<file path="config.mk">
export PLATFORM = sky130hd
export DESIGN_NAME = button_short_long_double_press_flat
export DESIGN_NICKNAME = d
export VERILOG_FILES = /design/src/rtl/core/bslp_pkg.sv /design/src/rtl/core/bslp_if.sv /design/src/rtl/core/button_short_long_double_press.sv /design/src/flat_wrapper.sv
export SDC_FILE = /design/constraint.sdc
export NUM_CORES = 1
export LEC_CHECK = 0
export ABC_AREA = 1
export BUFFER_PORTS_ARGS = -buffer_cell sky130_fd_sc_hd__buf_2
export CORE_ASPECT_RATIO = 0.8
export CORE_MARGIN = 3
export CORE_UTILIZATION = 44
export CTS_BUF_LIST = sky130_fd_sc_hd__clkbuf_4 sky130_fd_sc_hd__clkbuf_8 sky130_fd_sc_hd__clkbuf_16
export CTS_CLUSTER_SIZE = 28
export DETAILED_ROUTE_END_ITERATION = 12
export PLACE_DENSITY_LB_ADDON = 0.1
export SYNTH_ARGS = -nofsm -noshare
export SYNTH_HDL_FRONTEND = slang
export SYNTH_SLANG_ARGS = --single-unit
</file>
<file path="constraint.sdc">
create_clock -name clock -period 4.2 [get_ports clock]
set_input_delay 0.42 -clock clock [delete_from_list [all_inputs] [get_ports clock]]
set_output_delay 0.42 -clock clock [all_outputs]
set_load 0.02 [all_outputs]
</file>
<file path="src/rtl/core/bslp_pkg.sv">
// Types and constants of the button press detector.
// Used by the channel interfaces and the top level.
`timescale 1ns / 1ps

package bslp_pkg;

   typedef enum logic [1:0] {
      EV_NONE   = 2'd0,
      EV_SHORT  = 2'd1,
      EV_LONG   = 2'd2,
      EV_DOUBLE = 2'd3
   } event_code_type;

   localparam int DEBOUNCE_W  = 8;
   localparam int TICK_W      = 12;
   localparam int CSR_INDEX_W = 3;
   localparam int CSR_DATA_W  = 12;

   typedef logic [CSR_INDEX_W-1:0] csr_index_type;
   typedef logic [CSR_DATA_W-1:0]  csr_data_type;

   localparam csr_index_type CSR_DEBOUNCE_TICKS = 3'd0;
   localparam csr_index_type CSR_LONG_TICKS     = 3'd1;
   localparam csr_index_type CSR_LONG_LIMIT     = 3'd2;
   localparam csr_index_type CSR_DOUBLE_WINDOW  = 3'd3;
   localparam csr_index_type CSR_DOUBLE_ENABLE  = 3'd4;

   localparam logic [DEBOUNCE_W-1:0] DEBOUNCE_RESET      = 8'd3;
   localparam logic [TICK_W-1:0]     LONG_TICKS_RESET    = 12'd100;
   localparam logic [TICK_W-1:0]     LONG_LIMIT_RESET    = 12'd400;
   localparam logic [TICK_W-1:0]     DOUBLE_WINDOW_RESET = 12'd50;
   localparam logic                  DOUBLE_ENABLE_RESET = 1'b1;

endpackage

</file>
<file path="src/rtl/core/bslp_if.sv">
// Request and response channel interfaces of the button press detector.
// Depends on bslp_pkg for the event code type.
`timescale 1ns / 1ps

interface bslp_req_if;
   logic valid;
   logic ready;
   logic key_level;

   modport source (output valid, output key_level, input ready);
   modport sink (input valid, input key_level, output ready);
endinterface

interface bslp_rsp_if;
   logic                     valid;
   logic                     ready;
   bslp_pkg::event_code_type event_code;

   modport source (output valid, output event_code, input ready);
   modport sink (input valid, input event_code, output ready);
endinterface

</file>
<file path="src/rtl/core/button_short_long_double_press.sv">
// Top level of the button short, long and double press detector.
// Depends on bslp_pkg and the channel interfaces in bslp_if.sv.
//
// Each request is one scan tick carrying the active-low button level and
// gives exactly one response with an event code (none, short, long,
// double). The debounce, hold and double-click state is updated in the
// cycle of acceptance and the code lands in an output register, so the
// response shows in the next cycle. A new request is taken in any cycle in
// which the output register is empty or its response is taken, so ticks
// run back to back at one request per cycle; a stalled response holds the
// request channel until it is taken. The user must write the registers
// only while no response is pending; the block does not enforce this.
`timescale 1ns / 1ps

module button_short_long_double_press #(
   parameter int TIMER_WIDTH = 12
) (
   input  logic                     clock,
   input  logic                     reset,
   bslp_req_if.sink                 req_if,
   bslp_rsp_if.source               rsp_if,
   input  logic                     csr_write_en,
   input  bslp_pkg::csr_index_type  csr_index,
   input  bslp_pkg::csr_data_type   csr_write_data
);
   import bslp_pkg::*;

   localparam int HOLD_W = TIMER_WIDTH + 1;
   localparam int CMP_W  = (HOLD_W > TICK_W) ? HOLD_W : TICK_W;
   localparam int WIN_W  = (TIMER_WIDTH > TICK_W) ? TIMER_WIDTH : TICK_W;

   logic [DEBOUNCE_W-1:0] debounce_ff;
   logic [TICK_W-1:0]     long_ticks_ff;
   logic [TICK_W-1:0]     long_limit_ff;
   logic [TICK_W-1:0]     window_cfg_ff;
   logic                  double_en_ff;

   logic [HOLD_W-1:0]      hold_ff, hold_in;
   logic                   press_valid_ff, press_valid_in;
   logic                   expired_ff, expired_in;
   logic                   awaiting_ff, awaiting_in;
   logic [TIMER_WIDTH-1:0] window_ff, window_in;

   logic           rsp_valid_ff;
   event_code_type event_ff, event_in;

   logic                   req_accept;
   logic [CMP_W-1:0]       hold_cmp, held_cmp, debounce_cmp, long_ticks_cmp, long_limit_cmp;
   logic [WIN_W-1:0]       window_ext;
   logic [TIMER_WIDTH-1:0] window_load;

   assign req_if.ready     = !rsp_valid_ff || rsp_if.ready;
   assign req_accept       = req_if.valid && req_if.ready;
   assign rsp_if.valid     = rsp_valid_ff;
   assign rsp_if.event_code = event_ff;

   assign hold_cmp       = CMP_W'(hold_ff);
   assign debounce_cmp   = CMP_W'(debounce_ff);
   assign long_ticks_cmp = CMP_W'(long_ticks_ff);
   assign long_limit_cmp = CMP_W'(long_limit_ff);
   assign window_ext     = WIN_W'(window_cfg_ff);
   assign window_load    = window_ext[TIMER_WIDTH-1:0];

   always_comb begin
      hold_in        = hold_ff;
      press_valid_in = press_valid_ff;
      expired_in     = expired_ff;
      awaiting_in    = awaiting_ff;
      window_in      = window_ff;
      event_in       = EV_NONE;
      held_cmp       = hold_cmp;

      if (!req_if.key_level) begin
         if (!press_valid_ff) begin
            if (hold_cmp < debounce_cmp) begin
               hold_in = hold_ff + 1'b1;
            end
            held_cmp = CMP_W'(hold_in);
            if (held_cmp >= debounce_cmp) begin
               press_valid_in = 1'b1;
            end
         end else if (!expired_ff) begin
            if (hold_ff != '1) begin
               hold_in = hold_ff + 1'b1;
            end
            held_cmp = CMP_W'(hold_in);
            if (held_cmp >= long_ticks_cmp && held_cmp <= long_limit_cmp) begin
               event_in = EV_LONG;
            end else if (held_cmp > long_limit_cmp) begin
               expired_in = 1'b1;
            end
         end else begin
            press_valid_in = 1'b0;
            hold_in        = '0;
         end
      end else begin
         if (press_valid_ff && hold_cmp < long_ticks_cmp) begin
            if (!double_en_ff) begin
               event_in = EV_SHORT;
            end else if (awaiting_ff) begin
               awaiting_in = 1'b0;
               window_in   = '0;
               event_in    = EV_DOUBLE;
            end else begin
               awaiting_in = 1'b1;
               window_in   = window_load;
            end
         end
         hold_in        = '0;
         press_valid_in = 1'b0;
         expired_in     = 1'b0;
      end

      if (event_in == EV_NONE && window_in != '0) begin
         window_in = window_in - 1'b1;
         if (window_in == '0) begin
            awaiting_in = 1'b0;
            event_in    = EV_SHORT;
         end
      end
   end

   always_ff @(posedge clock) begin
      if (reset) begin
         debounce_ff   <= DEBOUNCE_RESET;
         long_ticks_ff <= LONG_TICKS_RESET;
         long_limit_ff <= LONG_LIMIT_RESET;
         window_cfg_ff <= DOUBLE_WINDOW_RESET;
         double_en_ff  <= DOUBLE_ENABLE_RESET;
      end else if (csr_write_en) begin
         case (csr_index)
            CSR_DEBOUNCE_TICKS: debounce_ff   <= csr_write_data[DEBOUNCE_W-1:0];
            CSR_LONG_TICKS:     long_ticks_ff <= csr_write_data[TICK_W-1:0];
            CSR_LONG_LIMIT:     long_limit_ff <= csr_write_data[TICK_W-1:0];
            CSR_DOUBLE_WINDOW:  window_cfg_ff <= csr_write_data[TICK_W-1:0];
            CSR_DOUBLE_ENABLE:  double_en_ff  <= csr_write_data[0];
            default: ;
         endcase
      end
   end

   always_ff @(posedge clock) begin
      if (reset) begin
         hold_ff        <= '0;
         press_valid_ff <= 1'b0;
         expired_ff     <= 1'b0;
         awaiting_ff    <= 1'b0;
         window_ff      <= '0;
         rsp_valid_ff   <= 1'b0;
      end else begin
         if (req_accept) begin
            hold_ff        <= hold_in;
            press_valid_ff <= press_valid_in;
            expired_ff     <= expired_in;
            awaiting_ff    <= awaiting_in;
            window_ff      <= window_in;
            rsp_valid_ff   <= 1'b1;
         end else if (rsp_if.ready) begin
            rsp_valid_ff <= 1'b0;
         end
      end
   end

   always_ff @(posedge clock) begin
      if (req_accept) begin
         event_ff <= event_in;
      end
   end

endmodule

</file>
<file path="src/flat_wrapper.sv">
// flat-port wrapper written by rule: the top's interface ports become plain ports
module button_short_long_double_press_flat import bslp_pkg::*;
#(
   parameter int TIMER_WIDTH = 12
)
  (clock, reset, csr_write_en, csr_index, csr_write_data, req_if_valid, req_if_key_level, req_if_ready, rsp_if_valid, rsp_if_event_code, rsp_if_ready);
  bslp_req_if req_if_i ();
  bslp_rsp_if rsp_if_i ();
  input  logic clock;
  input  logic reset;
  input  logic csr_write_en;
  input  bslp_pkg::csr_index_type csr_index;
  input  bslp_pkg::csr_data_type csr_write_data;
  input wire logic [$bits(req_if_i.valid)-1:0] req_if_valid;
  input wire logic [$bits(req_if_i.key_level)-1:0] req_if_key_level;
  output wire logic [$bits(req_if_i.ready)-1:0] req_if_ready;
  output wire logic [$bits(rsp_if_i.valid)-1:0] rsp_if_valid;
  output wire logic [$bits(rsp_if_i.event_code)-1:0] rsp_if_event_code;
  input wire logic [$bits(rsp_if_i.ready)-1:0] rsp_if_ready;
  assign req_if_i.valid = req_if_valid;
  assign req_if_i.key_level = req_if_key_level;
  assign req_if_ready = req_if_i.ready;
  assign rsp_if_valid = rsp_if_i.valid;
  assign rsp_if_event_code = rsp_if_i.event_code;
  assign rsp_if_i.ready = rsp_if_ready;
  button_short_long_double_press #(.TIMER_WIDTH(TIMER_WIDTH)) u_core (.clock(clock), .reset(reset), .req_if(req_if_i), .rsp_if(rsp_if_i), .csr_write_en(csr_write_en), .csr_index(csr_index), .csr_write_data(csr_write_data));
endmodule
</file>
Word-level counts from Yosys, hierarchy flattened
Cells that the tools add are included.
{"block": "word_totals", "regBits": 76, "input_bits": 21}
{"block": "classes", "add_sub_neg": 2, "n_lt_le_gt_ge": 6, "eq_ne": 5, "n_mux": 41, "reduce_logical": 18}
{"cell": "$mux W13", "count": 10}
{"cell": "$mux W12", "count": 5}
{"cell": "$mux W2", "count": 9}
{"cell": "$mux W1", "count": 17}
{"cell": "$add A13 B1 Y13 const B", "count": 1}
{"cell": "$ge A13 B12 Y1", "count": 1}
{"cell": "$ge A13 B8 Y1", "count": 1}
{"cell": "$gt A13 B12 Y1", "count": 1}
{"cell": "$le A13 B12 Y1", "count": 1}
{"cell": "$lt A13 B12 Y1", "count": 1}
{"cell": "$lt A13 B8 Y1", "count": 1}
{"cell": "$ne A13 B13 Y1 const B", "count": 1}
{"cell": "$logic_not A12 Y1", "count": 1}
{"cell": "$reduce_and A2 Y1", "count": 6}
{"cell": "$reduce_bool A12 Y1", "count": 1}
{"cell": "$sub A12 B1 Y12 const B", "count": 1}
{"cell": "$eq A3 B2 Y1 const B", "count": 2}
{"cell": "$logic_and A1 B1 Y1", "count": 4}
{"cell": "$reduce_bool A2 Y1", "count": 2}
{"cell": "$eq A3 B1 Y1 const B", "count": 1}
{"cell": "$eq A3 B3 Y1 const B", "count": 1}
{"cell": "$logic_not A3 Y1", "count": 1}
{"cell": "$logic_not A2 Y1", "count": 1}
{"cell": "$logic_not A1 Y1", "count": 1}
{"cell": "$logic_or A1 B1 Y1", "count": 1}

Logic depth before layout (Yosys ltp)
Gate-level depths: netlist (run 1).
{"block": "logic_depth", "depth_word": 14, "ltp_mapped": 25}

Worst setup path after synthesis (run 1)
OpenSTA, ideal clock, no wires.
{"block": "synth_timing", "path_type": "flip-flop to flip-flop", "start": "register u_core.hold_ff[1] (netlist: u_core.hold_cmp[1])", "end": "register u_core.window_ff[8]", "t_arrival_ns": 3.097, "t_required_ns": 4.133, "slack_ns": 1.035, "path_stages_with_launch": 24, "path_buffers": 1, "synth_period_minus_slack_ns": 3.165, "path_cell_list": "dfxtp_1 > ha_1 > nand2_1 > nor2_1 > nand2_1 > nor2_1 > inv_1 > nor3_1 > nand2_1 > xor2_1 > nand2_1 > ha_1 > a21oi_1 > o2111ai_1 > nor2_1 > nand3_1 > nand2_1 > nand3_1 > a21oi_4 > buf_6 > nand2_1 > o21ai_1 > nand2_1 > a21oi_2"}
{"block": "synth_between", "elab_chain_len": 14}
{"element": "from (decl)", "line": "button_short_long_double_press.sv:38", "rtl": "logic [HOLD_W-1:0] hold_ff, hold_in;"}
{"element": "from (signal assigned)", "line": "button_short_long_double_press.sv:152", "rtl": "hold_ff <= hold_in;"}
{"element": "$add A13 B1 Y13 or $ne A13 B13 Y1 (tied branches)", "line": "button_short_long_double_press.sv:84, button_short_long_double_press.sv:83"}
{"element": "$mux W13", "line": "button_short_long_double_press.sv:83", "rtl": "if (hold_ff != '1) begin"}
{"element": "$mux W13", "line": "button_short_long_double_press.sv:82", "rtl": "end else if (!expired_ff) begin"}
{"element": "$mux W13", "line": "button_short_long_double_press.sv:74", "rtl": "if (!press_valid_ff) begin"}
{"element": "$mux W13", "line": "button_short_long_double_press.sv:73", "rtl": "if (!req_if.key_level) begin"}
{"element": "$ge A13 B12 Y1 or $le A13 B12 Y1 (tied branches)", "line": "button_short_long_double_press.sv:87", "rtl": "if (held_cmp >= long_ticks_cmp && held_cmp <= long_limit_cmp) begin"}
{"element": "$logic_and A1 B1 Y1", "line": "button_short_long_double_press.sv:87"}
{"element": "$mux W2", "line": "button_short_long_double_press.sv:87"}
{"element": "$mux W2", "line": "button_short_long_double_press.sv:82"}
{"element": "$mux W2", "line": "button_short_long_double_press.sv:74"}
{"element": "$mux W2", "line": "button_short_long_double_press.sv:73"}
{"element": "$logic_not A2 Y1", "line": "button_short_long_double_press.sv:114", "rtl": "if (event_in == EV_NONE && window_in != '0) begin"}
{"element": "$logic_and A1 B1 Y1", "line": "button_short_long_double_press.sv:114"}
{"element": "$mux W12 (*)", "line": "button_short_long_double_press.sv:114"}
{"element": "to (signal assigned)", "line": "button_short_long_double_press.sv:156", "rtl": "window_ff <= window_in;"}
{"element": "to (decl)", "line": "button_short_long_double_press.sv:42", "rtl": "logic [TIMER_WIDTH-1:0] window_ff, window_in;"}
Mark *: on every way between the ends. The rest lies on a longest branch, timed or not. The select of a mux whose other input is x is not followed.
A chain may end at the register's enable or synchronous reset.

Worst setup path after layout (run 1)
{"block": "layout_timing", "start": "register u_core.hold_ff[8] (netlist: u_core.hold_cmp[8])", "end": "register u_core.window_ff[3]"}
The elaborated chain is that of the path after synthesis.

==> impl_metrics.py, run 1 <==
metrics = {
    "outcome": {
        "status": "finished, final reports clean",
    },
    "global_route": {
        "grt_remaining_overflow": 0,
        "grt_pass1_vias": 4818,
        "grt_start_max_net_pins": 47,
        "grt_util_met1_pct": 36.6,
        "antenna_found_initial": 0,
        "met2_usage_pct": 32.7,
        "grt_pass1_wl_um": 25000,
        "grt.met3_usage_pct": 5.18,
        "track_usage_pct": 23.5,
        "top_usage_layer": "met1",
    },
    "clock_tree": {
        "numCtsBuffers": 9,
        "root_buffer": "clkbuf_16",
        "cts_tree": "yes",
        "clk_latency_ns": 0.34,
        "path_clk_slew_ns": 0.07,
        "htreeDepth": 3,
        "clock_sinks": 76,
        "cts_buffer_depth": 2,
        "cts_hold_buf": 0,
    },
    "pwr": {
        "power_frac_comb_pct": 39.2,
        "clkPwrFrac_pct": 31.3,
        "p_leak_nw": 2.80,
        "p_seq_share_pct": 29.4,
        "p_total_mw": 2.81,
        "power_switching_share_pct": 38.9,
        "intPower_mw": 1.72,
        "peakVddDrop_mv": 0.348,
        "power.density_nw_per_um2": 474,
        "netSwitchingPower_mw": 1.09,
    },
    "die": {
        "die-area_um2": 13500,
        "die_height_um": 104,
        "die_x_um": 129,
        "core_area_um2": 11700,
        "io-pin-count": 25,
        "rows": 35,
        "initial_utilization_pct": 45.6,
    },
    "placed_design": {
        "post_dp_cell_area_um2": 5590,
        "dp.final_hpwl_um": 11800,
        "gp_congestion": 0.921,
        "portBuffers": 24,
        "place_inst": 940,
    },
    "sta": {
        "finalMaxSlewViolations": 0,
        "min_period_ns": 3.74,
        "worst_slew_pin_slew_ns": 0.939,
        "slew_headroom_pct": 36.9,
        "hold_viol": 0,
        "fin_crit_sh_pct": 89.0,
        "setup_violations": 0,
        "fin_setup_tns_ns": 0,
        "grt_setup_unrepaired": "no",
        "clock.fmax_mhz": 268,
        "clock_skew_ns": 0.00747,
    },
    "final_layout": {
        "fin_cells": 956,
        "area_growth_syn_to_layout_pct": 11.1,
        "drive_above_1_share_pct": 9.53,
        "fin_nets": 879,
        "num_antenna_cells": 0,
        "fin_util_pct": 50.6,
        "fillCellCount": 1159,
        "fin_area_um2": 5920,
    },
    "setup_path": {
        "r2r_cells": 19,
        "criticalPathCategory": "reg2reg",
        "end_kind": "register",
        "start_kind": "register",
        "r2r_slack_ns": 0.46,
        "regToRegStartpoint": "u_core.hold_cmp[8]",
        "rr_endpoint": "u_core.window_ff[3]",
        "worstPathRequired_ns": 4.39,
        "cp_max_fo": 16,
        "cp_data_arrival_time_ns": 3.92,
    },
    "synth": {
        "yosysSeqAreaShare_pct": 28.9,
        "synth.distinct_cells": 42,
        "postSynthAreaPerCell_um2": 6.79,
        "syn-instance-count": 785,
        "ys_ff_latch": 76,
        "yosys_warnings": 0,
        "netlist_area_um2": 5330,
        "synthesis.nets": 861,
    },
    "route": {
        "ant_nets": 0,
        "via_per_inst": 5.51,
        "dr.first_iter.drc_count": 451,
        "vias": 5272,
        "wirelength_um": 15600,
        "first_pass_iters": 5,
        "post_drt_wl_per_cell_um": 16.3,
        "drc": 0,
    },
    "flow_run": {
        "cap_violations": 0,
    },
    "worst_hold_path": {
        "holdPathStages": 3,
        "min-delay-start": "csr_write_data[8]",
        "whs_endpoint": "u_core.long_limit_ff[8]",
        "hold_path_class": "in2reg",
    },
}
-- worst max-delay path: stages (launching register included) --
cell      delay, ns
dfxtp_1        0.42
inv_1          0.14
nor3_1         0.22
nand3_1        0.19
nor2_1         0.30
inv_2          0.21
o21ai_0        0.27
ha_1           0.36
a21oi_1        0.16
o21a_1         0.14
nor2_1         0.04
nor2_1         0.08
nand3_1        0.08
nand2_1        0.12
nand3_1        0.15
a21oi_4        0.28
buf_12         0.19
nand2_1        0.06
o211ai_1       0.09
a21oi_1        0.09
-- metal layers --
layer / wire (µm) / up-vias
li1: - / 2671
met4: 175 / 0
met2: 6230 / 158
met1: 8200 / 2428
met5: 0 / -
met3: 991 / 15
-- kinds of logic (layout without fill, tap and decap cells) --
group           count (synthesis)  in the layout  share of synthesized area, %
simple gates                  328            328                          26.5
buf+inv                       126            149                          9.62
fa+ha+maj                      55             55                          12.9
compound gates                189            189                          20.2
flops                          76             76                          28.9
xor+xnor                       11             11                          1.81
-- layout by cell type (no fill, tap or decap), drive strengths merged --
cell type  instances
a2111oi            1
a211oi             1
a21o               2
a21oi             85
a22oi              1
a31oi              1
and3               1
buf               36
bufinv             2
clkbuf            10
clkinv             2
clkinvlp           1
dfxtp             74
edfxtp             2
ha                55
inv               98
nand2            184
nand3             43
nand3b             1
nand4             19
nor2              63
nor3              14
nor3b              1
nor4               1
o2111ai            1
o211ai            19
o21a               4
o21ai             69
o21bai             4
o221ai             1
or2                1
xor2              11
-- power groups by stage --
stage / Sequential, mW / Combinational, mW / Clock, mW
2_1_floorplan: 0.832 / 0.857 / 0
3_3_place_gp: 0.840 / 1.06 / 0
3_5_place_dp: 0.840 / 1.07 / 0
4_1_cts: 0.826 / 1.09 / 0.895
5_1_grt: 0.835 / 1.24 / 0.928
6_report: 0.827 / 1.10 / 0.880
-- through the flow --
step / hold WS, ns / setup slack (ns)
after global placement: 0.447 / 0.417
final: 0.359 / 0.463
after CTS: 0.347 / 0.373
after floorplan: 0.429 / 1.04
after global routing: 0.354 / 0.0317
after detailed placement: 0.448 / 0.365
-- worst max-delay path by stage --
stage / end / cells after the start / slack (ns) / start
6_report: u_core.window_ff[3] / 19 / 0.46 / u_core.hold_cmp[8]
5_1_grt: u_core.window_ff[2] / 20 / 0.03 / u_core.hold_cmp[8]
4_1_cts: u_core.window_ff[2] / 20 / 0.37 / u_core.hold_cmp[8]
3_5_place_dp: u_core.window_ff[2] / 20 / 0.36 / u_core.hold_cmp[8]
3_3_place_gp: u_core.window_ff[0] / 19 / 0.42 / u_core.hold_cmp[8]
2_1_floorplan: u_core.window_ff[8] / 23 / 1.04 / u_core.hold_cmp[1]
-- flip-flops by register name, summed over array words and instances (netlist names) --
signal and count:
u_core.expired_ff 1, u_core.rsp_if.event_code 2, u_core.rsp_if.valid 1, u_core.window_ff 12, u_core.window_cfg_ff 12, u_core.double_en_ff 1, u_core.press_valid_ff 1, u_core.long_limit_ff 12
u_core.debounce_ff 8, u_core.awaiting_ff 1, u_core.hold_cmp 13, u_core.long_ticks_ff 12
-- synth_stat cells --
library cell	number	area share, %
a2111oi_0	1	0.16
a211oi_1	1	0.14
a21o_1	2	0.28
a21oi_1	80	7.5
a21oi_2	3	0.49
a21oi_4	2	0.61
a22oi_2	1	0.23
a31oi_1	1	0.12
and3_1	1	0.12
buf_2	2	0.19
buf_4	2	0.28
buf_6	4	0.85
clkbuf_1	21	1.5
clkinv_1	1	0.070
dfxtp_1	74	28
edfxtp_1	2	1.1
ha_1	55	13
inv_1	92	6.5
inv_2	4	0.28
nand2_1	178	13
nand2_2	6	0.70
nand3_1	41	3.8
nand3_2	1	0.19
nand3_4	1	0.33
nand3b_1	1	0.14
nand4_1	19	2.2
nor2_1	59	4.2
nor2_2	3	0.35
nor2_4	1	0.21
nor3_1	14	1.3
nor3b_1	1	0.14
nor4_1	1	0.12
o2111ai_1	1	0.16
o211ai_1	19	2.7
o21a_1	4	0.56
o21ai_0	60	5.6
o21ai_1	8	0.75
o21ai_2	1	0.16
o21bai_1	4	0.56
o221ai_1	1	0.16
or2_2	1	0.12
xor2_1	11	1.8
-- what timing repair did --
| item | 4_1_cts | 5_1_grt |
|---|---|---|
| buffers inserted | 0 | 0 |
| endpoints found under the setup margin | 0 | 8 |
| resized for setup | 0 | 1 |
-- area by class of cell --
class                   instances  area [µm²]  area share, %
well taps                     148         185           3.13
clock buffers                  10         239           4.04
flip-flops and latches         76        1540           26.0
repair buffers                 36         223           3.76
multi-input cells             583        3280           55.3
clock inverters                 6        93.8           1.58
inverters                      97         364           6.15
Power figures use the tool's default switching activity.
==> inputs of run 2 (changes only) <==
Settings changed: CORE_ASPECT_RATIO 0.8 to 1.75.
Clock period 4.2 ns to 4.15 ns, I/O delays scaled along.
==> impl_metrics.py, run 2 (synthesis results as in run 1) <==
metrics = {
    "outcome": {
        "status": "finished, final reports clean",
    },
    "placed_design": {
        "place_inst": 931,
        "portBuffers": 24,
        "dp.final_hpwl_um": 13000,
        "gp_congestion": 0.969,
        "post_dp_cell_area_um2": 5590,
    },
    "setup_path": {
        "cp_max_fo": 17,
        "end_kind": "register",
        "worstPathRequired_ns": 4.42,
        "r2r_slack_ns": 0.27,
        "criticalPathCategory": "reg2reg",
        "rr_endpoint": "u_core.window_ff[8]",
        "start_kind": "register",
        "cp_data_arrival_time_ns": 4.15,
        "regToRegStartpoint": "u_core.hold_cmp[8]",
        "r2r_cells": 20,
    },
    "clock_tree": {
        "htreeDepth": 3,
        "clk_latency_ns": 0.35,
        "post_cts_buffers": 0,
        "numCtsBuffers": 9,
        "path_clk_slew_ns": 0.07,
        "root_buffer": "clkbuf_16",
        "clock_sinks": 76,
        "cts_tree": "yes",
        "cts_buffer_depth": 2,
    },
    "final_layout": {
        "fin_area_um2": 5930,
        "final_common_cell": "nand2_1",
        "final_cell_mix": "nand2_1, inv_1, a21oi_1",
        "fin_nets": 883,
        "largest_register_ffs": 13,
        "fin_cells": 947,
        "drive_above_1_share_pct": 10.1,
        "area_growth_syn_to_layout_pct": 11.2,
        "fin_util_pct": 50.6,
        "num_antenna_cells": 0,
    },
    "die": {
        "io-pin-count": 25,
        "die-area_um2": 13500,
        "die_height_um": 152,
        "initial_utilization_pct": 45.5,
        "core_area_um2": 11700,
        "die_x_um": 89.2,
        "rows": 52,
    },
    "global_route": {
        "grt_pass1_wl_um": 26100,
        "grt_start_max_net_pins": 40,
        "track_usage_pct": 25.8,
        "grt_pass1_vias": 5051,
        "antenna_found_initial": 0,
        "grt_remaining_overflow": 0,
    },
    "pwr": {
        "p_leak_nw": 2.81,
        "power.density_nw_per_um2": 477,
        "peakVddDrop_mv": 0.245,
    },
    "sta": {
        "clock.fmax_mhz": 258,
        "clock_skew_ns": 0.0107,
        "fin_setup_tns_ns": 0,
        "fin_crit_sh_pct": 93.5,
        "finalMaxSlewViolations": 0,
        "setup_violations": 0,
        "worst_slew_pin_slew_ns": 0.899,
        "hold_viol": 0,
        "grt_setup_unrepaired": "no",
        "slew_headroom_pct": 39.6,
        "min_period_ns": 3.88,
    },
    "route": {
        "via_per_inst": 5.57,
        "post_drt_wl_per_cell_um": 17.6,
        "first_pass_iters": 5,
        "wirelength_um": 16600,
        "dr.first_iter.drc_count": 239,
        "drc": 0,
        "vias": 5277,
        "ant_nets": 0,
    },
    "worst_hold_path": {
        "min-delay-start": "csr_write_data[8]",
        "whs_endpoint": "u_core.long_limit_ff[8]",
        "hold_path_class": "in2reg",
        "holdPathStages": 3,
    },
    "flow_run": {
        "cap_violations": 0,
    },
}
[run 2: changes by cell type in the layout (fill, tap and decap cells not counted), sizes merged]
cell      previous run  this run
buf                 36        40
clkinv               2         1
clkinvlp             1         2
[run 2: repair_timing]
item | 4_1_cts | 5_1_grt
hold buffers | 0 | 0
endpoints found under the setup margin | 0 | 10
resized for setup | 0 | 2
[run 2: where the power goes]
part	leakage, nW	internal, mW	switching, mW	total [mW]
clock network	0.157	0.550	0.345	0.895
registers	0.623	0.798	0.0369	0.835
logic	2.03	0.372	0.723	1.09
[run 2: cell type report]
| type | count | area [µm²] |
|---|---|---|
| Fill cell | 1218 | 5780 |
| Multi-Input combinational cell | 583 | 3280 |
| Sequential cell | 76 | 1540 |
| Inverter | 97 | 364 |
| Timing Repair Buffer | 40 | 240 |
| Clock buffer | 10 | 239 |
| Tap cell | 135 | 169 |
| Clock inverter | 6 | 95.1 |
[run 2: worst max-delay path: stages (launching register included)]
cell	delay (ns)
dfxtp_1	0.44
inv_1	0.15
nor3_1	0.29
nand3_1	0.21
nor2_2	0.23
inv_2	0.18
o21ai_0	0.26
ha_1	0.37
a21oi_1	0.16
o21a_1	0.14
nor2_1	0.04
nor2_1	0.09
nand3_1	0.10
nand2_1	0.12
nand3_1	0.14
a21oi_4	0.24
buf_4	0.28
nand2_1	0.09
o21ai_1	0.08
nand2_1	0.08
a21oi_2	0.12
[run 2: worst max path at each step]
stage / startpoint / end / slack, ns / cells past startpoint
after CTS: u_core.hold_cmp[8] / u_core.window_ff[8] / 0.09 / 20
after floorplan: u_core.hold_cmp[1] / u_core.window_ff[8] / 0.99 / 23
after detailed placement: u_core.hold_cmp[8] / u_core.window_ff[8] / 0.11 / 20
final: u_core.hold_cmp[8] / u_core.window_ff[8] / 0.27 / 20
after global routing: u_core.hold_cmp[0] / u_core.window_ff[8] / 0.006 / 23
after global placement: u_core.hold_cmp[8] / u_core.window_ff[0] / 0.08 / 19
[run 2: stage by stage]
| stage | power [mW] | hold slack (ns) | worst slack, ns |
|---|---|---|---|
| global placement | 1.91 | 0.446 | 0.0850 |
| detailed placement | 1.92 | 0.445 | 0.106 |
| global route | 3.01 | 0.376 | 0.00583 |
| finish | 2.82 | 0.343 | 0.271 |
| floorplan | 1.71 | 0.429 | 0.985 |
| CTS | 2.82 | 0.347 | 0.0871 |
[run 2: metal layers]
metal | GRT usage [%] | wire length, µm | share of wire, % | vias to the layer above
met5 | 0 | 0 | 0 | -
met4 | 16.8 | 1190 | 7.1 | 0
met3 | 3.25 | 343 | 2.1 | 53
met2 | 48.0 | 9060 | 55 | 111
met1 | 25.8 | 6030 | 36 | 2442
li1 | - | - | - | 2671
==> inputs of run 3 (changes only) <==
Settings changed: CORE_UTILIZATION 44 to 56.
==> impl_metrics.py, run 3 (synthesis results as in run 1) <==
metrics = {
    "outcome": {
        "status": "finished, final reports clean",
    },
    "placed_design": {
        "gp_congestion": 0.984,
        "dp.final_hpwl_um": 12200,
        "portBuffers": 24,
    },
    "setup_path": {
        "crit_path_start": "u_core.hold_cmp[0]",
        "r2r_slack_ns": 0.50,
        "rr_endpoint": "u_core.window_ff[7]",
        "worstPathRequired_ns": 4.41,
        "crit_end": "u_core.window_ff[7]",
        "r2r_cells": 23,
        "end_kind": "register",
        "regToRegStartpoint": "u_core.hold_cmp[0]",
        "cp_data_arrival_time_ns": 3.91,
        "criticalPathCategory": "reg2reg",
        "start_kind": "register",
        "cp_max_fo": 17,
    },
    "route": {
        "post_drt_wl_per_cell_um": 17.0,
        "drc": 0,
        "first_pass_iters": 5,
        "ant_nets": 0,
        "dr.first_iter.drc_count": 321,
        "wirelength_um": 15700,
        "vias": 5391,
        "via_per_inst": 5.82,
    },
    "final_layout": {
        "multi_input_area_um2": 3280,
        "fin_util_pct": 63.7,
        "area_growth_syn_to_layout_pct": 9.41,
        "fillCellCount": 829,
        "seq_area_um2": 1540,
        "final_cell_mix": "nand2_1, inv_1, a21oi_1",
        "final_common_cell": "nand2_1",
        "fin_nets": 879,
        "num_antenna_cells": 0,
        "drive_above_1_share_pct": 9.54,
        "largest_register_ffs": 13,
    },
    "clock_tree": {
        "clk_latency_ns": 0.33,
        "cts_tree": "yes",
        "root_buffer": "clkbuf_16",
        "cts_hold_buf": 0,
        "htreeDepth": 3,
        "numCtsBuffers": 9,
        "cts-resized-gates": 0,
        "path_clk_slew_ns": 0.06,
        "cts_buffer_depth": 2,
        "post_cts_buffers": 0,
        "clock_sinks": 76,
    },
    "sta": {
        "clock.fmax_mhz": 274,
        "fin_crit_sh_pct": 88.1,
        "slew_headroom_pct": 40.6,
        "fin_setup_tns_ns": 0,
        "hold_viol": 0,
        "worst_slew_pin_slew_ns": 0.885,
        "min_period_ns": 3.65,
        "grt_setup_unrepaired": "no",
        "finalMaxSlewViolations": 0,
        "setup_violations": 0,
        "clock_skew_ns": 0.00329,
    },
    "pwr": {
        "p_leak_nw": 2.78,
        "netSwitchingPower_mw": 1.07,
        "p_seq_share_pct": 31.2,
        "clkPwrFrac_pct": 28.1,
        "power_frac_comb_pct": 40.7,
        "peakVddDrop_mv": 0.279,
        "intPower_mw": 1.61,
        "power.density_nw_per_um2": 459,
        "power_switching_share_pct": 39.8,
    },
    "die": {
        "initial_utilization_pct": 58.2,
        "rows": 46,
        "die_height_um": 135,
        "die-area_um2": 10800,
        "die_x_um": 79.8,
        "core_area_um2": 9150,
        "io-pin-count": 25,
    },
    "worst_hold_path": {
        "hold_path_class": "in2reg",
    },
    "global_route": {
        "grt_pass1_vias": 5259,
        "grt_pass1_wl_um": 25200,
        "antenna_found_initial": 0,
        "track_usage_pct": 30.6,
        "grt_remaining_overflow": 0,
        "grt_start_max_net_pins": 46,
    },
    "flow_run": {
        "cap_violations": 0,
    },
}
==> run 3: cell count changes in the layout (fill, tap and decap cells not counted), sizes merged <==
| cell | before | now |
|---|---|---|
| clkinv | 1 | 3 |
| buf | 40 | 36 |
| inv | 98 | 97 |
| bufinv | 2 | 0 |
==> run 3: worst min-delay path by stage <==
| stage | slack (ns) | startpoint | end | cells past startpoint |
|---|---|---|---|---|
| 2_1_floorplan | 0.43 | u_core.window_cfg_ff[1] | u_core.window_cfg_ff[1] | 2 |
| 3_3_place_gp | 0.44 | u_core.window_cfg_ff[4] | u_core.window_cfg_ff[4] | 2 |
| 3_5_place_dp | 0.45 | u_core.window_cfg_ff[4] | u_core.window_cfg_ff[4] | 2 |
| 4_1_cts | 0.34 | csr_write_data[8] | u_core.long_limit_ff[8] | 3 |
| 5_1_grt | 0.35 | csr_write_data[8] | u_core.long_limit_ff[8] | 3 |
| 6_report | 0.35 | csr_write_data[8] | u_core.long_limit_ff[8] | 3 |
==> run 3: power by group through the flow <==
stage	sequential [mW]	clock, mW	combinational [mW]
after detailed placement	0.852	0	1.06
after global placement	0.851	0	1.03
final	0.837	0.752	1.09
after CTS	0.836	0.761	1.07
after global routing	0.842	0.792	1.23
after floorplan	0.843	0	0.867
==> run 3: layout make-up <==
class / count / share of cell area, %
tap: 120 / 2.57
sequential: 76 / 26.4
timing repair buffer: 36 / 3.67
clock inverter: 5 / 0.579
multi-input combinational: 583 / 56.2
clock buffer: 10 / 4.29
inverter: 97 / 6.24
==> run 3: per-layer routing <==
| layer | global-route usage, % | part of all wire [%] |
|---|---|---|
| met1 | 30.5 | 35 |
| met2 | 53.7 | 52 |
| met3 | 3.67 | 4.0 |
| met4 | 28.2 | 9.6 |
| met5 | 0 | 0 |
==> run 3: critical path: stages (launching register included) <==
cell       delay, ns
dfxtp_1         0.34
ha_1            0.19
nand2_1         0.08
nor2_1          0.14
nand2_1         0.08
nor2_1          0.16
inv_1           0.08
nor3_1          0.22
nand2_1         0.10
xor2_1          0.18
nand2_1         0.11
ha_1            0.32
a21oi_1         0.17
o2111ai_1       0.14
nor2_1          0.13
nand3_1         0.09
nand2_1         0.10
nand3_1         0.13
a21oi_4         0.24
buf_6           0.22
nand2_1         0.07
o21ai_1         0.08
nand2_1         0.07
a21oi_1         0.15
==> run 3: per-stage QoR <==
stage | hold slack, ns | cells | cell area (µm²) | power, mW | worst slack, ns
final | 0.348 | 927 | 5830 | 2.68 | 0.496
after global placement | 0.444 | 912 | 5540 | 1.88 | 0.305
after detailed placement | 0.453 | 912 | 5540 | 1.91 | 0.307
after floorplan | 0.429 | 785 | 5330 | 1.71 | 0.985
after CTS | 0.343 | 927 | 5830 | 2.66 | 0.274
after global routing | 0.350 | 927 | 5830 | 2.87 | 0.0349
